**src/hw/rtl/tga_rle_pkg.sv**
```systemverilog
// ============================================================================
// tga_rle_pkg
// Shared types and constants for the Targa run-length pixel decoder.
// ============================================================================
`timescale 1ns / 1ps
`default_nettype none

package tga_rle_pkg;

    localparam int unsigned BYTE_W  = 8;
    localparam int unsigned BPP_W   = 3;
    localparam int unsigned TOTAL_W = 25;
    localparam int unsigned SLOT_W  = 2;
    localparam int unsigned ADDR_W  = 3;
    localparam int unsigned DATA_W  = 32;
    localparam int unsigned Q_DEPTH = 2;
    localparam int unsigned Q_PTR_W = $clog2(Q_DEPTH);
    localparam int unsigned Q_CNT_W = $clog2(Q_DEPTH + 1);

    localparam logic [TOTAL_W-1:0] MAX_PIXELS  = 25'd16777216;
    localparam logic [BYTE_W-1:0]  RUN_BIAS    = 8'd127;
    localparam logic [BPP_W-1:0]   BPP_ALPHA   = 3'd4;
    localparam logic [BPP_W-1:0]   BPP_RESET   = 3'd3;
    localparam logic [TOTAL_W-1:0] TOTAL_RESET = 25'd1;
    localparam logic [SLOT_W-1:0]  SLOT_RED    = 2'd2;
    localparam logic [SLOT_W-1:0]  SLOT_ALPHA  = 2'd3;

    typedef enum logic [0:0] {
        REG_BYTES_PER_PIXEL = 1'b0,
        REG_PIXEL_TOTAL     = 1'b1
    } tga_rle_reg_t;

    typedef struct packed {
        logic [BYTE_W-1:0] data_byte;
        logic              frame_start;
        logic              is_run;
        logic [BYTE_W-1:0] count;
    } tga_rle_entry_t;

endpackage

`default_nettype wire

```
**src/hw/rtl/tga_rle_if.sv**
```systemverilog
// ============================================================================
// tga_rle_if
// Valid/ready channels for the compressed byte stream and decoded pixels.
// ============================================================================
`timescale 1ns / 1ps
`default_nettype none

interface tga_rle_byte_if;
    logic       valid;
    logic       ready;
    logic [7:0] data_byte;
    logic       frame_start;

    modport source (output valid, output data_byte, output frame_start, input ready);
    modport sink   (input valid, input data_byte, input frame_start, output ready);
endinterface

interface tga_rle_pix_if;
    logic       valid;
    logic       ready;
    logic [7:0] red;
    logic [7:0] green;
    logic [7:0] blue;
    logic [7:0] alpha;
    logic [7:0] repeat_res;
    logic       image_done;
    logic       truncated;

    modport source (output valid, output red, output green, output blue, output alpha,
                    output repeat_res, output image_done, output truncated, input ready);
    modport sink   (input valid, input red, input green, input blue, input alpha,
                    input repeat_res, input image_done, input truncated, output ready);
endinterface

`default_nettype wire

```
**src/hw/rtl/tga_rle_front.sv**
```systemverilog
// ============================================================================
// tga_rle_front
// Accepts stream bytes, precomputes the packet header decode and holds them
// in a two-entry queue for the decode stage.
// ============================================================================
`timescale 1ns / 1ps
`default_nettype none

module tga_rle_front (
    input  wire                         clk,
    input  wire                         rst_n,
    tga_rle_byte_if.sink                byte_in,
    output logic                        q_valid,
    output tga_rle_pkg::tga_rle_entry_t q_entry,
    input  wire                         q_pop
);
    import tga_rle_pkg::*;

    tga_rle_entry_t        entry_reg [Q_DEPTH];
    logic [Q_PTR_W-1:0]    wr_ptr_reg;
    logic [Q_PTR_W-1:0]    wr_ptr_next;
    logic [Q_PTR_W-1:0]    rd_ptr_reg;
    logic [Q_PTR_W-1:0]    rd_ptr_next;
    logic [Q_CNT_W-1:0]    cnt_reg;
    logic [Q_CNT_W-1:0]    cnt_next;
    logic                  push;
    logic                  pop;
    tga_rle_entry_t        new_entry;

    always_comb
    begin
        new_entry.data_byte   = byte_in.data_byte;
        new_entry.frame_start = byte_in.frame_start;
        new_entry.is_run      = byte_in.data_byte[BYTE_W-1];
        if (byte_in.data_byte[BYTE_W-1])
        begin
            new_entry.count = byte_in.data_byte - RUN_BIAS;
        end
        else
        begin
            new_entry.count = byte_in.data_byte + 8'd1;
        end
    end

    assign byte_in.ready = (cnt_reg != Q_CNT_W'(Q_DEPTH));
    assign push          = byte_in.valid && byte_in.ready;
    assign q_valid       = (cnt_reg != '0);
    assign pop           = q_pop && q_valid;
    assign q_entry       = entry_reg[rd_ptr_reg];

    always_comb
    begin
        wr_ptr_next = push ? wr_ptr_reg + 1'b1 : wr_ptr_reg;
        rd_ptr_next = pop ? rd_ptr_reg + 1'b1 : rd_ptr_reg;
        cnt_next    = cnt_reg;
        if (push && !pop)
        begin
            cnt_next = cnt_reg + 1'b1;
        end
        else if (pop && !push)
        begin
            cnt_next = cnt_reg - 1'b1;
        end
    end

    always_ff @(posedge clk or negedge rst_n)
    begin
        if (!rst_n)
        begin
            wr_ptr_reg <= '0;
            rd_ptr_reg <= '0;
            cnt_reg    <= '0;
        end
        else
        begin
            wr_ptr_reg <= wr_ptr_next;
            rd_ptr_reg <= rd_ptr_next;
            cnt_reg    <= cnt_next;
        end
    end

    always_ff @(posedge clk)
    begin
        if (push)
        begin
            entry_reg[wr_ptr_reg] <= new_entry;
        end
    end

endmodule

`default_nettype wire

```
**src/hw/rtl/tga_rle_back.sv**
```systemverilog
// ============================================================================
// tga_rle_back
// Walks the packet and pixel byte sequence, counts image pixels and loads
// each completed pixel into the output register.
// ============================================================================
`timescale 1ns / 1ps
`default_nettype none

module tga_rle_back (
    input  wire                                  clk,
    input  wire                                  rst_n,
    input  wire                                  q_valid,
    input  tga_rle_pkg::tga_rle_entry_t          q_entry,
    output logic                                 q_pop,
    input  wire [tga_rle_pkg::BPP_W-1:0]         bytes_per_pixel,
    input  wire [tga_rle_pkg::TOTAL_W-1:0]       pixel_total,
    tga_rle_pix_if.source                        pix_out
);
    import tga_rle_pkg::*;

    logic                 in_pixel_reg, in_pixel_next;
    logic                 is_run_reg, is_run_next;
    logic [BYTE_W-1:0]    left_reg, left_next;
    logic [SLOT_W-1:0]    slot_reg, slot_next;
    logic [BYTE_W-1:0]    blue_reg, blue_next;
    logic [BYTE_W-1:0]    green_reg, green_next;
    logic [BYTE_W-1:0]    red_reg, red_next;
    logic [TOTAL_W-1:0]   done_reg, done_next;
    logic                 out_valid_reg, out_valid_next;

    logic [BYTE_W-1:0]    o_red_reg, o_green_reg, o_blue_reg, o_alpha_reg, o_rep_reg;
    logic                 o_done_reg, o_trunc_reg;

    logic                 e_in_pixel, e_is_run;
    logic [BYTE_W-1:0]    e_left, e_blue, e_green, e_red;
    logic [SLOT_W-1:0]    e_slot;
    logic [TOTAL_W-1:0]   e_done;
    logic                 four;
    logic [SLOT_W-1:0]    last_slot;
    logic [TOTAL_W-1:0]   total;
    logic [TOTAL_W-1:0]   remaining;
    logic                 clamp;
    logic                 emit;
    logic [BYTE_W-1:0]    pix_red, pix_alpha, rep;
    logic                 trunc;
    logic                 can_go;
    logic [BYTE_W-1:0]    b;

    assign can_go = !out_valid_reg || pix_out.ready;
    assign q_pop  = q_valid && can_go;
    assign b      = q_entry.data_byte;

    always_comb
    begin
        e_in_pixel = q_entry.frame_start ? 1'b0 : in_pixel_reg;
        e_is_run   = q_entry.frame_start ? 1'b0 : is_run_reg;
        e_left     = q_entry.frame_start ? '0 : left_reg;
        e_slot     = q_entry.frame_start ? '0 : slot_reg;
        e_blue     = q_entry.frame_start ? '0 : blue_reg;
        e_green    = q_entry.frame_start ? '0 : green_reg;
        e_red      = q_entry.frame_start ? '0 : red_reg;
        e_done     = q_entry.frame_start ? '0 : done_reg;

        four      = (bytes_per_pixel == BPP_ALPHA);
        last_slot = four ? SLOT_ALPHA : SLOT_RED;
        total     = (pixel_total > MAX_PIXELS) ? MAX_PIXELS : pixel_total;
        remaining = total - e_done;
        clamp     = {{(TOTAL_W-BYTE_W){1'b0}}, e_left} > remaining;

        in_pixel_next = e_in_pixel;
        is_run_next   = e_is_run;
        left_next     = e_left;
        slot_next     = e_slot;
        blue_next     = e_blue;
        green_next    = e_green;
        red_next      = e_red;
        done_next     = e_done;
        emit          = 1'b0;
        pix_red       = e_red;
        pix_alpha     = '0;
        rep           = 8'd1;
        trunc         = 1'b0;

        if (e_done >= total)
        begin
            emit = 1'b0;
        end
        else if (!e_in_pixel)
        begin
            is_run_next   = q_entry.is_run;
            left_next     = q_entry.count;
            in_pixel_next = 1'b1;
            slot_next     = '0;
        end
        else if (e_slot < last_slot)
        begin
            case (e_slot)
                2'd0:    blue_next  = b;
                2'd1:    green_next = b;
                default: red_next   = b;
            endcase
            slot_next = e_slot + 2'd1;
        end
        else
        begin
            emit      = 1'b1;
            pix_alpha = four ? b : '0;
            if (!four && e_slot == SLOT_RED)
            begin
                pix_red = b;
            end
            red_next  = pix_red;
            slot_next = '0;
            if (e_is_run)
            begin
                rep       = clamp ? remaining[BYTE_W-1:0] : e_left;
                trunc     = clamp;
                left_next = '0;
            end
            else
            begin
                rep       = 8'd1;
                left_next = e_left - 8'd1;
            end
            done_next     = e_done + {{(TOTAL_W-BYTE_W){1'b0}}, rep};
            in_pixel_next = (left_next != '0);
        end

        out_valid_next = out_valid_reg;
        if (q_pop && emit)
        begin
            out_valid_next = 1'b1;
        end
        else if (pix_out.ready)
        begin
            out_valid_next = 1'b0;
        end
    end

    always_ff @(posedge clk or negedge rst_n)
    begin
        if (!rst_n)
        begin
            in_pixel_reg  <= 1'b0;
            is_run_reg    <= 1'b0;
            left_reg      <= '0;
            slot_reg      <= '0;
            blue_reg      <= '0;
            green_reg     <= '0;
            red_reg       <= '0;
            done_reg      <= '0;
            out_valid_reg <= 1'b0;
        end
        else
        begin
            if (q_pop)
            begin
                in_pixel_reg <= in_pixel_next;
                is_run_reg   <= is_run_next;
                left_reg     <= left_next;
                slot_reg     <= slot_next;
                blue_reg     <= blue_next;
                green_reg    <= green_next;
                red_reg      <= red_next;
                done_reg     <= done_next;
            end
            out_valid_reg <= out_valid_next;
        end
    end

    always_ff @(posedge clk)
    begin
        if (q_pop && emit)
        begin
            o_red_reg   <= pix_red;
            o_green_reg <= e_green;
            o_blue_reg  <= e_blue;
            o_alpha_reg <= pix_alpha;
            o_rep_reg   <= rep;
            o_done_reg  <= (done_next >= total);
            o_trunc_reg <= trunc;
        end
    end

    assign pix_out.valid      = out_valid_reg;
    assign pix_out.red        = o_red_reg;
    assign pix_out.green      = o_green_reg;
    assign pix_out.blue       = o_blue_reg;
    assign pix_out.alpha      = o_alpha_reg;
    assign pix_out.repeat_res = o_rep_reg;
    assign pix_out.image_done = o_done_reg;
    assign pix_out.truncated  = o_trunc_reg;

endmodule

`default_nettype wire

```
**src/hw/rtl/tga_rle_pixel_decoder.sv**
```systemverilog
// ============================================================================
// tga_rle_pixel_decoder
// Targa run-length pixel stream decoder with an APB configuration port.
// ============================================================================
//
//   Channel   Direction  Beat content
//   byte_in   in         data_byte, frame_start
//   pix_out   out        red, green, blue, alpha, repeat_res, image_done, truncated
//   APB       in/out     bytes_per_pixel at 0x0, pixel_total at 0x4
//
// One byte is taken every cycle while the output is not stalled; a pixel
// result reaches pix_out through the byte queue and the output register.
// Reset clears the queue, the decode state and the output valid, and sets
// bytes_per_pixel to 3 and pixel_total to 1.
// A stalled output holds the decode stage; the two-entry byte queue keeps
// byte_in ready until it is full.
//
`timescale 1ns / 1ps
`default_nettype none

module tga_rle_pixel_decoder (
    input  wire                                clk,
    input  wire                                rst_n,
    tga_rle_byte_if.sink                       byte_in,
    tga_rle_pix_if.source                      pix_out,
    input  wire                                psel,
    input  wire                                penable,
    input  wire                                pwrite,
    input  wire [tga_rle_pkg::ADDR_W-1:0]      paddr,
    input  wire [tga_rle_pkg::DATA_W-1:0]      pwdata,
    output logic [tga_rle_pkg::DATA_W-1:0]     prdata,
    output logic                               pready
);
    import tga_rle_pkg::*;

    logic [BPP_W-1:0]   bpp_reg;
    logic [TOTAL_W-1:0] total_reg;
    logic               cfg_wr;
    tga_rle_reg_t       reg_sel;
    logic               q_valid;
    tga_rle_entry_t     q_entry;
    logic               q_pop;

    assign pready  = 1'b1;
    assign reg_sel = tga_rle_reg_t'(paddr[2]);
    assign cfg_wr  = psel && penable && pwrite && pready;

    always_ff @(posedge clk or negedge rst_n)
    begin
        if (!rst_n)
        begin
            bpp_reg   <= BPP_RESET;
            total_reg <= TOTAL_RESET;
        end
        else if (cfg_wr)
        begin
            case (reg_sel)
                REG_BYTES_PER_PIXEL: bpp_reg   <= pwdata[BPP_W-1:0];
                REG_PIXEL_TOTAL:     total_reg <= pwdata[TOTAL_W-1:0];
                default:             bpp_reg   <= bpp_reg;
            endcase
        end
    end

    always_comb
    begin
        case (reg_sel)
            REG_BYTES_PER_PIXEL: prdata = {{(DATA_W-BPP_W){1'b0}}, bpp_reg};
            REG_PIXEL_TOTAL:     prdata = {{(DATA_W-TOTAL_W){1'b0}}, total_reg};
            default:             prdata = '0;
        endcase
    end

    tga_rle_front u_front (
        .clk     (clk),
        .rst_n   (rst_n),
        .byte_in (byte_in),
        .q_valid (q_valid),
        .q_entry (q_entry),
        .q_pop   (q_pop)
    );

    tga_rle_back u_back (
        .clk             (clk),
        .rst_n           (rst_n),
        .q_valid         (q_valid),
        .q_entry         (q_entry),
        .q_pop           (q_pop),
        .bytes_per_pixel (bpp_reg),
        .pixel_total     (total_reg),
        .pix_out         (pix_out)
    );

    a_rep_nonzero: assert property (@(posedge clk) disable iff (!rst_n)
        pix_out.valid |-> pix_out.repeat_res != '0)
        else $error("pixel beat with zero repeat count");

    a_trunc_done: assert property (@(posedge clk) disable iff (!rst_n)
        pix_out.valid && pix_out.truncated |-> pix_out.image_done)
        else $error("clamped run did not complete the image");

    a_alpha_bgr: assert property (@(posedge clk) disable iff (!rst_n)
        pix_out.valid && bpp_reg != BPP_ALPHA |-> pix_out.alpha == '0)
        else $error("nonzero alpha on a three-byte pixel");

    a_pop_space: assert property (@(posedge clk) disable iff (!rst_n)
        q_pop |-> !pix_out.valid || pix_out.ready)
        else $error("decode stage advanced into a full output register");

endmodule

`default_nettype wire

```
**src/flat_wrapper.sv**
```systemverilog
// flat-port wrapper written by rule: the top's interface ports become plain ports
module tga_rle_pixel_decoder_flat import tga_rle_pkg::*;
  (clk, rst_n, psel, penable, pwrite, paddr, pwdata, prdata, pready, byte_in_valid, byte_in_data_byte, byte_in_frame_start, byte_in_ready, pix_out_valid, pix_out_red, pix_out_green, pix_out_blue, pix_out_alpha, pix_out_repeat_res, pix_out_image_done, pix_out_truncated, pix_out_ready);
  tga_rle_byte_if byte_in_i ();
  tga_rle_pix_if pix_out_i ();
  input  wire clk;
  input  wire rst_n;
  input  wire psel;
  input  wire penable;
  input  wire pwrite;
  input  wire [tga_rle_pkg::ADDR_W-1:0] paddr;
  input  wire [tga_rle_pkg::DATA_W-1:0] pwdata;
  output logic [tga_rle_pkg::DATA_W-1:0] prdata;
  output logic pready;
  input wire logic [$bits(byte_in_i.valid)-1:0] byte_in_valid;
  input wire logic [$bits(byte_in_i.data_byte)-1:0] byte_in_data_byte;
  input wire logic [$bits(byte_in_i.frame_start)-1:0] byte_in_frame_start;
  output wire logic [$bits(byte_in_i.ready)-1:0] byte_in_ready;
  output wire logic [$bits(pix_out_i.valid)-1:0] pix_out_valid;
  output wire logic [$bits(pix_out_i.red)-1:0] pix_out_red;
  output wire logic [$bits(pix_out_i.green)-1:0] pix_out_green;
  output wire logic [$bits(pix_out_i.blue)-1:0] pix_out_blue;
  output wire logic [$bits(pix_out_i.alpha)-1:0] pix_out_alpha;
  output wire logic [$bits(pix_out_i.repeat_res)-1:0] pix_out_repeat_res;
  output wire logic [$bits(pix_out_i.image_done)-1:0] pix_out_image_done;
  output wire logic [$bits(pix_out_i.truncated)-1:0] pix_out_truncated;
  input wire logic [$bits(pix_out_i.ready)-1:0] pix_out_ready;
  assign byte_in_i.valid = byte_in_valid;
  assign byte_in_i.data_byte = byte_in_data_byte;
  assign byte_in_i.frame_start = byte_in_frame_start;
  assign byte_in_ready = byte_in_i.ready;
  assign pix_out_valid = pix_out_i.valid;
  assign pix_out_red = pix_out_i.red;
  assign pix_out_green = pix_out_i.green;
  assign pix_out_blue = pix_out_i.blue;
  assign pix_out_alpha = pix_out_i.alpha;
  assign pix_out_repeat_res = pix_out_i.repeat_res;
  assign pix_out_image_done = pix_out_i.image_done;
  assign pix_out_truncated = pix_out_i.truncated;
  assign pix_out_i.ready = pix_out_ready;
  tga_rle_pixel_decoder u_core (.clk(clk), .rst_n(rst_n), .byte_in(byte_in_i), .pix_out(pix_out_i), .psel(psel), .penable(penable), .pwrite(pwrite), .paddr(paddr), .pwdata(pwdata), .prdata(prdata), .pready(pready));
endmodule
```
**config.mk**
```make
export PLATFORM = sky130hd
export DESIGN_NAME = tga_rle_pixel_decoder_flat
export DESIGN_NICKNAME = d
export VERILOG_FILES = /design/src/hw/rtl/tga_rle_pkg.sv /design/src/hw/rtl/tga_rle_if.sv /design/src/hw/rtl/tga_rle_front.sv /design/src/hw/rtl/tga_rle_back.sv /design/src/hw/rtl/tga_rle_pixel_decoder.sv /design/src/flat_wrapper.sv
export SDC_FILE = /design/constraint.sdc
export NUM_CORES = 1
export LEC_CHECK = 0
export BUFFER_PORTS_ARGS = -buffer_cell sky130_fd_sc_hd__buf_2
export CAP_MARGIN = 20
export CORE_UTILIZATION = 30
export DETAILED_ROUTE_END_ITERATION = 8
export PLACE_DENSITY = 0.46
export RECOVER_POWER = 50
export SKIP_CTS_REPAIR_TIMING = 1
export SYNTH_ARGS = -nofsm -noshare
export SYNTH_HDL_FRONTEND = slang
export SYNTH_HIERARCHICAL = 1
export SYNTH_SLANG_ARGS = --single-unit
export TNS_END_PERCENT = 50
```
**constraint.sdc**
```tcl
create_clock -name clk -period 19.3 [get_ports clk]
set_input_delay 5.79 -clock clk [delete_from_list [all_inputs] [get_ports clk]]
set_output_delay 5.79 -clock clk [all_outputs]
set_load 0.01 [all_outputs]
```
; ---- Yosys cells after proc, flatten, opt, wreduce, memory -nomap -nowiden
; Memory sizes are Yosys's and may differ from the RTL's.
; Index checks and enable logic that the tools add are counted.
[totals]
mem_bits_rw = 36
inputBits = 51
out_inout_bits = 77
n_memories = 1
ff_bits = 136
[memory_table]
columns = memory, words, word_bits, read_ports, rd_clocked_by_memory_dff, write_ports, line_no
row1 = u_core.u_front.entry_reg, 2, 18, 1, 0, 1, tga_rle_front.sv:19  ; tga_rle_entry_t entry_reg [Q_DEPTH];
[op_classes]
add_sub_neg = 10
n_mux = 60
bitwise_logic = 4
order_cmp = 5
n_eq_ne = 4
reduce_logical = 25
[op_table]
columns = op, count
row1 = 2-to-1 mux 8 bit, 33
row2 = 2-to-1 mux 25 bit, 5
row3 = case mux 32 bit (2 select lines), 1
row4 = greater-or-equal comparator 25 bit, 2
row5 = adder 25 x 8 -> 25 bit, 1
row6 = "greater-than comparator 25 bit, second input constant", 1
row7 = greater-than comparator 8 x 25 -> 1 bit, 1
row8 = subtractor 25 bit, 1
row9 = 2-to-1 mux 1 bit, 15
row10 = 2-to-1 mux 2 bit, 6
row11 = logical AND 1 bit, 9
row12 = "adder 8 x 1 -> 8 bit, second input constant", 1
row13 = nonzero test 8 bit, 1
row14 = OR reduction 4 bit, 2
row15 = "subtractor 8 x 1 -> 8 bit, second input constant", 1
row16 = "subtractor 8 x 7 -> 8 bit, second input constant", 1
row17 = nonzero test 2 bit, 3
row18 = "adder 2 x 1 -> 2 bit, second input constant", 2
row19 = logical NOT 1 bit, 4
row20 = NOT 1 bit, 4
row21 = AND reduction 2 bit, 2
row22 = "equality test 3 bit, second input constant", 1
row23 = OR reduction 3 bit, 1
row24 = "adder 1 bit, second input constant", 2
row25 = other kinds (8), 8

; ---- Depth between registers and ports, before layout
; Gate-level depths: netlist of run 1.
[depth]
word_depth = 14
depth_mapped = 54
mapped_depth_nobuf = 49

; ---- Cells and area by module
; Netlist of run 1, hierarchy kept.
[modules_own_cells]
columns = mod, area_per_inst_um2, cells_per_inst, seq_area_each_um2, n_inst
row1 = tga_rle_back, 8605.8, 1038, 2812.7, 1
row2 = tga_rle_front, 1577.8, 87, 1121.1, 1
row3 = tga_rle_pixel_decoder, 1401.3, 98, 704.4, 1

; ---- Worst setup path after synthesis of run 1
; Ideal clock, no wire load.
[synth_timing]
kind = input to output
startpoint = input port paddr[2] (netlist bit)
endpoint = output port prdata[10] (netlist bit)
t_required_ns = 13.510
cell_stages = 3
path_slack_ns = 7.204
t_arrival_ns = 6.306
path_cell_list = buf_4 -> clkbuf_1 -> and2_1
[synth_between]
elab_chain_len = 2
[synth_rtl]
columns = element, line_no
row1 = start: declaration, flat_wrapper.sv:11  ; input wire [tga_rle_pkg::ADDR_W-1:0] paddr;
row2 = NOT 1 bit, tga_rle_pixel_decoder.sv:67  ; case (reg_sel)
row3 = case mux 32 bit (2 select lines) *, tga_rle_pixel_decoder.sv:67
row4 = end: declaration, flat_wrapper.sv:13  ; output logic [tga_rle_pkg::DATA_W-1:0] prdata;
; Mark *: on every way between the ends. The rest lies on a longest branch, timed or not. The select of a mux whose other input is x is not followed.

; ---- Worst setup path after layout of run 1
[layout_timing]
startpoint = input port paddr[2] (netlist bit)
endpoint = output port prdata[2] (netlist bit)
; Same word-level chain as after synthesis.

==> results.ini, run 1 <==
[route]
dr.pass1.iters = 6
drt_iter0_drc = 543
ant_nets = 0
vias = 9277
drc = 0
routed_wl_um = 32600
wl_per_cell_um = 17.8
via_per_inst = 5.07

[place]
io_buffers = 110
dp_hpwl_um = 24000
gp_congestion = 0.882

[synthesis]
yosysWarnings = 6
postSynthAreaPerCell_sq_um = 9.47
synth_cell_types = 88
synth_top_flop_cell = dfrtp_1
synth_seq_area_share = 0.400
synth_top_area_frac = 0.197
synth_edf_count = 76
synth_area_sq_mm = 0.0116
ys_seq_elements = 170
synth_top_area_cell = edfxtp_1
async_flop_share = 0.553
syn-instance-count = 1223
netlist_top_cells_area = edfxtp_1 (20%), dfrtp_1 (20%), ha_1 (6.9%), nand2_1 (4.9%), mux2_4 (3.8%)

[clock_tree]
clock_latency_ns = 0.46
cts_sinks = 170
numCtsBuffers = 17
htreeDepth = 4
clk_path_buf_depth = 2
cts_root_buffer = clkbuf_16
cts_tree = built
clkTransAtPathRegs_ns = 0.06

[setup_path]
end_kind = output pin
cpPeakStageDelay_ns = 0.66
worstSetupPathType = in -> out
crit_start = paddr[2]
r2r_slack_ns = 7.06
cp_slowest_cell = clkbuf_1
crit_path_max_fanout = 27
cp-start-kind = input pin
r2r_start = u_core/u_front/rd_ptr_reg$_DFFE_PN0P_
crit_chain = clkbuf_1 > mux2_2 > buf_2
critical_path_required_ns = 13.51
cp.arrival_ns = 7.00

[die]
core_area_sq_mm = 0.0378
dieArea_sq_mm = 0.0394
row_count = 71
die_h_um = 199
initial_core_util = 0.306
ios = 128
die_x_um = 199

[pwr]
total_power_mw = 1.54
p_int_uw = 897
switching_power_uw = 642
comb_power_share = 0.453
peakVddDrop_v = 0.0000670
seqPwrFrac = 0.317
swShare = 0.417
powerDensity_mw_per_mm2 = 117
leakagePower_nw = 5.77
p_clk_frac = 0.230

[sta]
rsz0062_at_grt = false
finalCriticalPeriod_ns = 12.79
fin_crit_sh = 0.663
setup_tns_ns = 0
clock_skew_ns = 0.0161
fmax_ghz = 0.0782
tightest_slew_ns = 2.87
setup_viol = 0
hold_viol = 0
drv_slew = 155
slew_headroom = -0.911

[cells_and_area]
fin_nets = 1422
utilization = 0.347
diodes = 0
largest_register_ffs = 34
drive_above_1_share = 0.169
area_growth_pct = 13.2

[global_route]
grt_usage = 0.170
gr-total-overflow = 0
grt_pass1_vias = 9028
grt_pass1_wl_um = 51500
antenna_found_initial = 0
grt_start_max_net_pins = 58

[min_path]
min_path_type = reg -> reg
min-delay-start = u_core/u_back/done_reg[0]$_DFFE_PN0P_

[job]
max-cap-violations = 3

[outcome]
violations = capacitance limit, slew limit
status = finished with violations

[synthesized netlist by cell type (4+ instances only)]
cell / count
nand2_1: 150
dfrtp_1: 91
nor2_1: 88
edfxtp_1: 76
ha_1: 64
inv_1: 63
o21ai_0: 59
a21oi_1: 55
clkbuf_1: 45
nor2b_1: 43
mux2_2: 35
a21o_1: 32
xnor2_1: 31
and2_1: 30
mux2_4: 29
nand3_1: 27
and3_1: 23
nor3_1: 21
xor2_1: 20
a22o_1: 18
mux2i_1: 18
nand2b_1: 16
nor4_1: 13
a31oi_1: 11
nand4_1: 11
buf_4: 10
a22oi_1: 8
a211oi_1: 7
o31ai_1: 7
o211ai_1: 6
buf_2: 5
a2111oi_0: 4
a211o_1: 4
and4_1: 4
nand3b_1: 4
o21ai_1: 4
o22ai_1: 4
or2_2: 4
[through the flow]
| step | cell area (sq um) | hold slack, ns | std cells | setup slack (ns) |
|---|---|---|---|---|
| floorplan | 11600 | 0.442 | 1229 | 7.20 |
| CTS | 13200 | 0.485 | 1829 | 6.84 |
| detailed placement | 12600 | 0.470 | 1797 | 6.84 |
| global placement | 12600 | 0.458 | 1797 | 6.88 |
| global route | 13100 | 0.508 | 1829 | 6.07 |
| finish | 13100 | 0.477 | 1829 | 6.51 |
[power by group through the flow]
stage / Combinational, mW / Clock (mW) / Sequential [mW]
after floorplan: 0.525 / 0 / 0.470
after global placement: 0.696 / 0 / 0.493
after detailed placement: 0.698 / 0 / 0.494
after CTS: 0.703 / 0.367 / 0.487
after global routing: 0.777 / 0.380 / 0.495
final: 0.698 / 0.354 / 0.488
[worst paths after layout]
kind	cells after the start	endpoint
max in group asynchronous	2	u_core/u_back/done_reg[20]$_DFFE_PN0P_
worst min register to register	2	u_core/u_back/done_reg[0]$_DFFE_PN0P_
worst max register to register	46	u_core/u_back/pix_out.image_done$_DFFE_PP_
worst max-delay path	3	prdata[2]
min in group asynchronous	1	u_core/bpp_reg[2]$_DFFE_PN0P_
worst min-delay path	2	u_core/u_back/done_reg[0]$_DFFE_PN0P_
[kinds of logic after synthesis]
kind of cell,after synthesis,share of synthesized area
other,2,0.000648
muxes,83,0.0881
buffers and inverters,131,0.0496
and+or+nand+nor,461,0.199
DFF,170,0.400
adders and majority gates,68,0.0743
xor gates and xnor gates,52,0.0400
AOI/OAI and AO/OA,256,0.148
[placed cells by master (no fill, tap or decap), types with 8 or more instances in the layout]
cell / netlist / routed
nand2b_1: 16 / 16
edfxtp_1: 76 / 76
nand4_1: 11 / 11
clkbuf_16: 0 / 17
nor4_1: 13 / 13
inv_1: 63 / 63
nand2_1: 150 / 151
nor2_1: 88 / 89
buf_4: 10 / 9
mux2_2: 35 / 34
ha_1: 64 / 64
xnor2_1: 31 / 31
nor2b_1: 43 / 43
a31oi_1: 11 / 11
a21o_1: 32 / 32
mux2_4: 29 / 29
xor2_1: 20 / 20
and3_1: 23 / 23
nand3_1: 27 / 27
a22oi_1: 8 / 8
mux2i_1: 18 / 18
a21oi_1: 55 / 55
and2_1: 30 / 29
o21ai_0: 59 / 59
a22o_1: 18 / 18
buf_2: 5 / 101
clkbuf_1: 45 / 17
conb_1: 2 / 8
nor3_1: 21 / 21
dfrtp_1: 91 / 91
[cell type report]
cell class	count	area [sq um]
multi-input cells	928	6390
well taps	511	639
fillers	3969	24700
flip-flops and latches	170	4640
clock inverters	11	135
clock buffers	21	450
inverters	64	240
repair buffers	124	626
[worst max-delay path: cells and delay by family]
kind	cells	cell delay, ns
multiplexers	1	0.42
buffers and inverters	2	0.80
[per-layer routing]
metal,vias up,track usage,part of all wire
li1,4525,-,-
met1,4534,0.241,0.49
met2,183,0.263,0.46
met3,35,0.0300,0.037
met4,0,0.0479,0.018
met5,-,0,0
Power figures use the tool's default switching activity.
==> inputs of run 2 (changes only) <==
- clock period: 19.3 -> 12.6 ns (I/O delays scaled with it)
==> run 2 against run 1 <==
  * The run still ends with capacitance limit, slew limit left
  * Clock skew down 0.0049 ns
  * Critical path depth increased by 46
  * Power up 54%
  * Register-to-register slack got worse by 6.3 ns
  * Setup slack worse by 5.7 ns
  * Flip-flop and latch count is the same
  * Final cell count grew 0.16%
  * Sequential power is 51% higher
  * Clock power grew 55%
  * Sequential share of layout area shrank 0.071 points
  * Utilization up 0.070 points
  * Combinational power is 55% higher
  * Critical path type is now reg -> reg
  * Largest cell class unchanged
==> results.ini, run 2 (same netlist as run 1, synthesis figures left out) <==
[die]
core_area_sq_mm = 0.0378  ; unchanged
die_h_um = 199  ; unchanged
dieArea_sq_mm = 0.0394  ; unchanged
die_x_um = 199  ; unchanged
initial_core_util = 0.306  ; unchanged
ios = 128  ; unchanged
row_count = 71  ; unchanged

[pwr]
powerDensity_mw_per_mm2 = 180  ; was 117 mW/mm^2
comb_power_share = 0.456  ; was 0.453
leakagePower_nw = 5.74  ; was 5.77 nW
peakVddDrop_v = 0.0000754  ; was 0.0000670 V
switching_power_uw = 984  ; was 642 uW
swShare = 0.416  ; was 0.417
p_clk_frac = 0.231  ; was 0.230
p_int_mw = 1.38  ; was 897 uW
seqPwrFrac = 0.313  ; was 0.317

[setup_path]
r2r_slack_ns = 0.79  ; was 7.06 ns
cp-start-kind = flip-flop  ; was input pin
path_delay_family = simple AND/OR/NAND/NOR gates  ; was buffers and inverters
timing.critical_path.buf_inv = 6  ; was 2
worstSetupPathType = reg -> reg  ; was in -> out
r2r_start = u_core/total_reg[20]$_DFFE_PN0P_  ; was u_core/u_front/rd_ptr_reg$_DFFE_PN0P_
cp_slowest_cell = nor4_1  ; was clkbuf_1
end_kind = flip-flop  ; was output pin
critical_path_required_ns = 12.90  ; was 13.51 ns
reg2reg_depth = 49  ; was 46
crit_path_max_fanout = 17  ; was 27
worstReg2RegEnd = u_core/u_back/pix_out.image_done$_DFFE_PP_  ; unchanged
cpPeakStageDelay_ns = 0.61  ; was 0.66 ns
cp.arrival_ns = 12.11  ; was 7.00 ns

[sta]
setup_viol = 0  ; unchanged
rsz0062_at_grt = false  ; unchanged
hold_viol = 0  ; unchanged
finalCriticalPeriod_ns = 11.81
fmax_ghz = 0.0847
tightest_slew_ns = 2.90  ; was 2.87 ns
layout_setup_ws_ns = 0.790  ; was 6.51 ns
clock_skew_ns = 0.0112  ; was 0.0161 ns
drv_slew = 97  ; was 155
fin_crit_sh = 0.937
setup_tns_ns = 0  ; unchanged
slew_headroom = -0.935  ; was -0.911

[cells_and_area]
largest_register_ffs = 34  ; unchanged
seq_area_sq_mm = 0.00464  ; unchanged
multi_input_area_sq_mm = 0.00640  ; was 0.00639 sq mm
layoutNonFillerInstCount = 1832  ; was 1829
post-route-cell-area_sq_mm = 0.0131  ; about the same
drive_above_1_share = 0.160  ; was 0.169
nFillCells = 4001  ; was 3969
final_common_cell = nand2_1  ; unchanged
layout_common_cells = nand2_1 (150), dfrtp_1 (91), nor2_1 (87), buf_2 (78), edfxtp_1 (76)  ; was nand2_1 (151), buf_2 (101), dfrtp_1 (91), nor2_1 (89), edfxtp_1 (76)
utilization = 0.347  ; about the same
diodes = 0  ; unchanged
area_growth_pct = 13.5  ; was 13.2%
fin_nets = 1425  ; was 1422

[place]
gp_congestion = 0.916  ; was 0.882
place_ws_ns = 1.04  ; was 6.84 ns
dp_hpwl_um = 23800  ; was 24000 um
io_buffers = 110  ; unchanged
placed_cells = 1800  ; was 1797
place_area_sq_mm = 0.0126  ; about the same

[clock_tree]
numCtsBuffers = 17  ; unchanged
cts_tree = built  ; unchanged
clkTransAtPathRegs_ns = 0.07  ; was 0.06 ns
htreeDepth = 4  ; unchanged
clock_latency_ns = 0.45  ; was 0.46 ns
cts_root_buffer = clkbuf_16  ; unchanged
clk_path_buf_depth = 2  ; unchanged
cts_sinks = 170  ; unchanged

[global_route]
grt_usage = 0.168  ; was 0.170
grt_pass1_wl_um = 50900  ; was 51500 um
antenna_found_initial = 0  ; unchanged
gr-total-overflow = 0  ; unchanged
grt_start_max_net_pins = 58  ; unchanged
grt_pass1_vias = 9086  ; was 9028

[outcome]
status = finished with violations  ; unchanged
violations = capacitance limit, slew limit  ; unchanged

[min_path]
min-delay-start = u_core/u_back/done_reg[3]$_DFFE_PN0P_  ; was u_core/u_back/done_reg[0]$_DFFE_PN0P_
min_path_type = reg -> reg  ; unchanged
hold_path_end = u_core/u_back/done_reg[3]$_DFFE_PN0P_  ; was u_core/u_back/done_reg[0]$_DFFE_PN0P_
whs_path_depth = 2  ; unchanged

[route]
drc = 0  ; unchanged
vias = 9216  ; was 9277
routed_wl_um = 32300  ; was 32600 um
via_per_inst = 5.03  ; was 5.07
wl_per_cell_um = 17.6  ; was 17.8 um
drt_iter0_drc = 566  ; was 543
ant_nets = 0  ; unchanged
dr.pass1.iters = 5  ; was 6

[job]
max-cap-violations = 2  ; was 3

## run 2: cell count changes in the layout (fill, tap and decap cells not counted), sizes merged
cell,previous run,this run
inv,69,71
buf,110,92
clkinvlp,0,1
clkinv,4,3
clkbuf,35,54
## run 2: stage by stage
| step | power [mW] | hold slack (ns) |
|---|---|---|
| after global placement | 1.83 | 0.458 |
| after global routing | 2.54 | 0.509 |
| after floorplan | 1.52 | 0.442 |
| after detailed placement | 1.83 | 0.466 |
| after CTS | 2.39 | 0.483 |
| final | 2.36 | 0.478 |
## run 2: cell type report
type                       count  area share
multi-input combinational    928       0.487
sequential                   170       0.353
tap                          511      0.0486
timing repair buffer         127      0.0477
clock buffer                  19      0.0337
inverter                      64      0.0183
clock inverter                13      0.0117
## run 2: power groups by stage
stage / Sequential, mW / Combinational, mW / Clock [mW]
after detailed placement: 0.750 / 1.08 / 0
after global routing: 0.751 / 1.20 / 0.585
after floorplan: 0.720 / 0.805 / 0
after CTS: 0.739 / 1.09 / 0.567
final: 0.739 / 1.08 / 0.547
after global placement: 0.748 / 1.08 / 0
## run 2: worst max-delay path by stage
stage | from | end | slack (ns) | depth (start not counted)
final | u_core/total_reg[20]$_DFFE_PN0P_ | u_core/u_back/pix_out.image_done$_DFFE_PP_ | 0.79 | 49
after detailed placement | u_core/total_reg[20]$_DFFE_PN0P_ | u_core/u_back/pix_out.image_done$_DFFE_PP_ | 1.04 | 49
after global placement | u_core/total_reg[13]$_DFFE_PN0P_ | u_core/u_back/pix_out.image_done$_DFFE_PP_ | 1.06 | 49
after floorplan | u_core/u_front/rd_ptr_reg$_DFFE_PN0P_ | u_core/u_back/pix_out.image_done$_DFFE_PP_ | 3.10 | 51
after CTS | u_core/total_reg[20]$_DFFE_PN0P_ | u_core/u_back/pix_out.image_done$_DFFE_PP_ | 0.97 | 49
after global routing | u_core/total_reg[20]$_DFFE_PN0P_ | u_core/u_back/pix_out.image_done$_DFFE_PP_ | 0.04 | 49
## run 2: per-layer routing
metal  GRT usage  vias to the layer above  share of wire
met1       0.233                     4537           0.49
li1            -                     4529              -
met2       0.267                      121           0.46
met3      0.0288                       29          0.027
met5           0                        -              0
met4      0.0496                        0          0.018
## run 2: tightest hold or removal path, cell delays in order (launching register included)
cell and delay (ns):
dfrtp_1 0.34, nand2_1 0.05, nand2_1 0.06
==> inputs of run 3 (changes only) <==
- CTS_BUF_LIST: default -> sky130_fd_sc_hd__clkbuf_2 sky130_fd_sc_hd__clkbuf_4 sky130_fd_sc_hd__clkbuf_8
==> run 3 against run 2 <==
  * The run still ends with capacitance limit, slew limit left
  * Worst hold slack better by 0.0052 ns
  * Via count down 0.18%
  * Clock skew up 0.012 ns
  * Register-to-register slack better by 0.11 ns
  * Routed wire length about the same
  * Sequential share of layout area up 0.51 points
  * Maximum frequency up 0.93%
  * Clock-buffer cell count unchanged
  * Setup slack better by 0.11 ns
  * Largest cell class unchanged
  * Largest power group unchanged
==> results.ini, run 3 (same netlist as run 1, synthesis figures left out) <==
[clock_tree]
clock_latency_ns = 0.51  ; was 0.45 ns
cts_tree = built  ; unchanged
clkTransAtPathRegs_ns = 0.10  ; was 0.07 ns
cts_root_buffer = clkbuf_8  ; was clkbuf_16
clk_path_buf_depth = 2  ; unchanged
cts_sinks = 170  ; unchanged
htreeDepth = 4  ; unchanged
numCtsBuffers = 17  ; unchanged

[route]
via_per_inst = 5.02  ; was 5.03
vias = 9199  ; was 9216
wl_per_cell_um = 17.6  ; about the same
dr.pass1.iters = 5  ; unchanged
ant_nets = 0  ; unchanged
drc = 0  ; unchanged
drt_iter0_drc = 586  ; was 566
routed_wl_um = 32300  ; about the same

[sta]
setup_tns_ns = 0  ; unchanged
drv_slew = 97  ; unchanged
fin_crit_sh = 0.929  ; was 0.937
fin_hold_ws_ns = 0.483  ; was 0.478 ns
hold_viol = 0  ; unchanged
finalCriticalPeriod_ns = 11.70  ; was 11.81 ns
tightest_slew_ns = 2.90  ; about the same
rsz0062_at_grt = false  ; unchanged
clock_skew_ns = 0.0235  ; was 0.0112 ns
fmax_ghz = 0.0855  ; was 0.0847 GHz
layout_setup_ws_ns = 0.899  ; was 0.790 ns
setup_viol = 0  ; unchanged
slew_headroom = -0.931  ; was -0.935

[die]
die_h_um = 199  ; unchanged
row_count = 71  ; unchanged
core_area_sq_mm = 0.0378  ; unchanged
die_x_um = 199  ; unchanged
ios = 128  ; unchanged
initial_core_util = 0.306  ; unchanged
dieArea_sq_mm = 0.0394  ; unchanged

[place]
place_ws_ns = 1.04  ; unchanged
dp_hpwl_um = 23800  ; unchanged
io_buffers = 110  ; unchanged
placed_cells = 1800  ; unchanged
gp_congestion = 0.916  ; unchanged

[setup_path]
critical_path_required_ns = 12.96  ; was 12.90 ns
cp.arrival_ns = 12.06  ; was 12.11 ns
cp_slowest_cell = nor4_1  ; unchanged
cp-start-kind = flip-flop  ; unchanged
end_kind = flip-flop  ; unchanged
worstSetupPathType = reg -> reg  ; unchanged
crit_path_max_fanout = 17  ; unchanged
cpPeakStageDelay_ns = 0.60  ; was 0.61 ns

[cells_and_area]
layoutNonFillerInstCount = 1832  ; unchanged
layout_common_cells = nand2_1 (150), dfrtp_1 (91), nor2_1 (87), buf_2 (78), edfxtp_1 (76)  ; unchanged
largest_register_ffs = 34  ; unchanged
fin_nets = 1425  ; unchanged
area_growth_pct = 11.8  ; was 13.5%
drive_above_1_share = 0.160  ; about the same
final_common_cell = nand2_1  ; unchanged
diodes = 0  ; unchanged

[global_route]
grt_use_met2 = 0.264  ; was 0.267
grt_usage = 0.168  ; about the same
use_met3 = 0.0220  ; was 0.0288
grt_pass1_vias = 9121  ; was 9086
use_met1 = 0.232  ; was 0.233
busiest_layer = met2  ; unchanged
grt_start_max_net_pins = 58  ; unchanged
antenna_found_initial = 0  ; unchanged
grt_pass1_wl_um = 50900  ; about the same
gr-total-overflow = 0  ; unchanged

[outcome]
status = finished with violations  ; unchanged
violations = capacitance limit, slew limit  ; unchanged

[min_path]
min_path_type = reg -> reg  ; unchanged

[pwr]
peakVddDrop_v = 0.0000749  ; was 0.0000754 V
powerDensity_mw_per_mm2 = 172  ; was 180 mW/mm^2
leakagePower_nw = 5.65  ; was 5.74 nW

[job]
max-cap-violations = 2  ; unchanged

-- run 3: path summary, 6_finish.rpt --
path                                                       start                                    endpoint  slack [ns]  depth (start not counted)
max                             u_core/total_reg[20]$_DFFE_PN0P_  u_core/u_back/pix_out.image_done$_DFFE_PP_        0.90                         49
min                        u_core/u_back/done_reg[3]$_DFFE_PN0P_       u_core/u_back/done_reg[3]$_DFFE_PN0P_        0.48                          2
max reg2reg                     u_core/total_reg[20]$_DFFE_PN0P_  u_core/u_back/pix_out.image_done$_DFFE_PP_        0.90                         49
min reg2reg                u_core/u_back/done_reg[3]$_DFFE_PN0P_       u_core/u_back/done_reg[3]$_DFFE_PN0P_        0.48                          2
max in group asynchronous                                  rst_n            u_core/total_reg[15]$_DFFE_PN0P_        4.73                          2
min in group asynchronous                                  rst_n       u_core/u_back/done_reg[2]$_DFFE_PN0P_        4.12                          1
-- run 3: layout make-up --
| class | count | area, sq um |
|---|---|---|
| Sequential cell | 170 | 4640 |
| Timing Repair Buffer | 127 | 627 |
| Tap cell | 511 | 639 |
| Inverter | 64 | 240 |
| Multi-Input combinational cell | 928 | 6400 |
| Clock inverter | 13 | 154 |
| Fill cell | 4016 | 24900 |
| Clock buffer | 19 | 255 |
-- run 3: per-stage QoR --
stage	instance area [sq um]	utilization	total power, mW
finish	13000	0.342	2.23
global route	13000	0.342	2.40
CTS	13000	0.344	2.26
detailed placement	12600	0.333	1.83
global placement	12600	0.333	1.83
floorplan	11600	-	1.52
-- run 3: routing by layer --
layer,share of wire,routed length (um)
met5,0,0
met3,0.026,824
met4,0.025,793
met2,0.46,14800
met1,0.49,15800
-- run 3: report_power, final --
part	internal (mW)	switching (mW)
clock	0.189	0.228
sequential	0.669	0.0700
combinational	0.407	0.670
-- run 3: critical path: cells and delay by family (launching register included) --
family          cells  cell delay, ns
mux                 2            0.77
compound gates     14            2.88
xor+xnor            2            0.58
fa+ha+maj           6            1.84
buf+inv             6            0.78
simple gates       19            4.29
flops               1            0.42
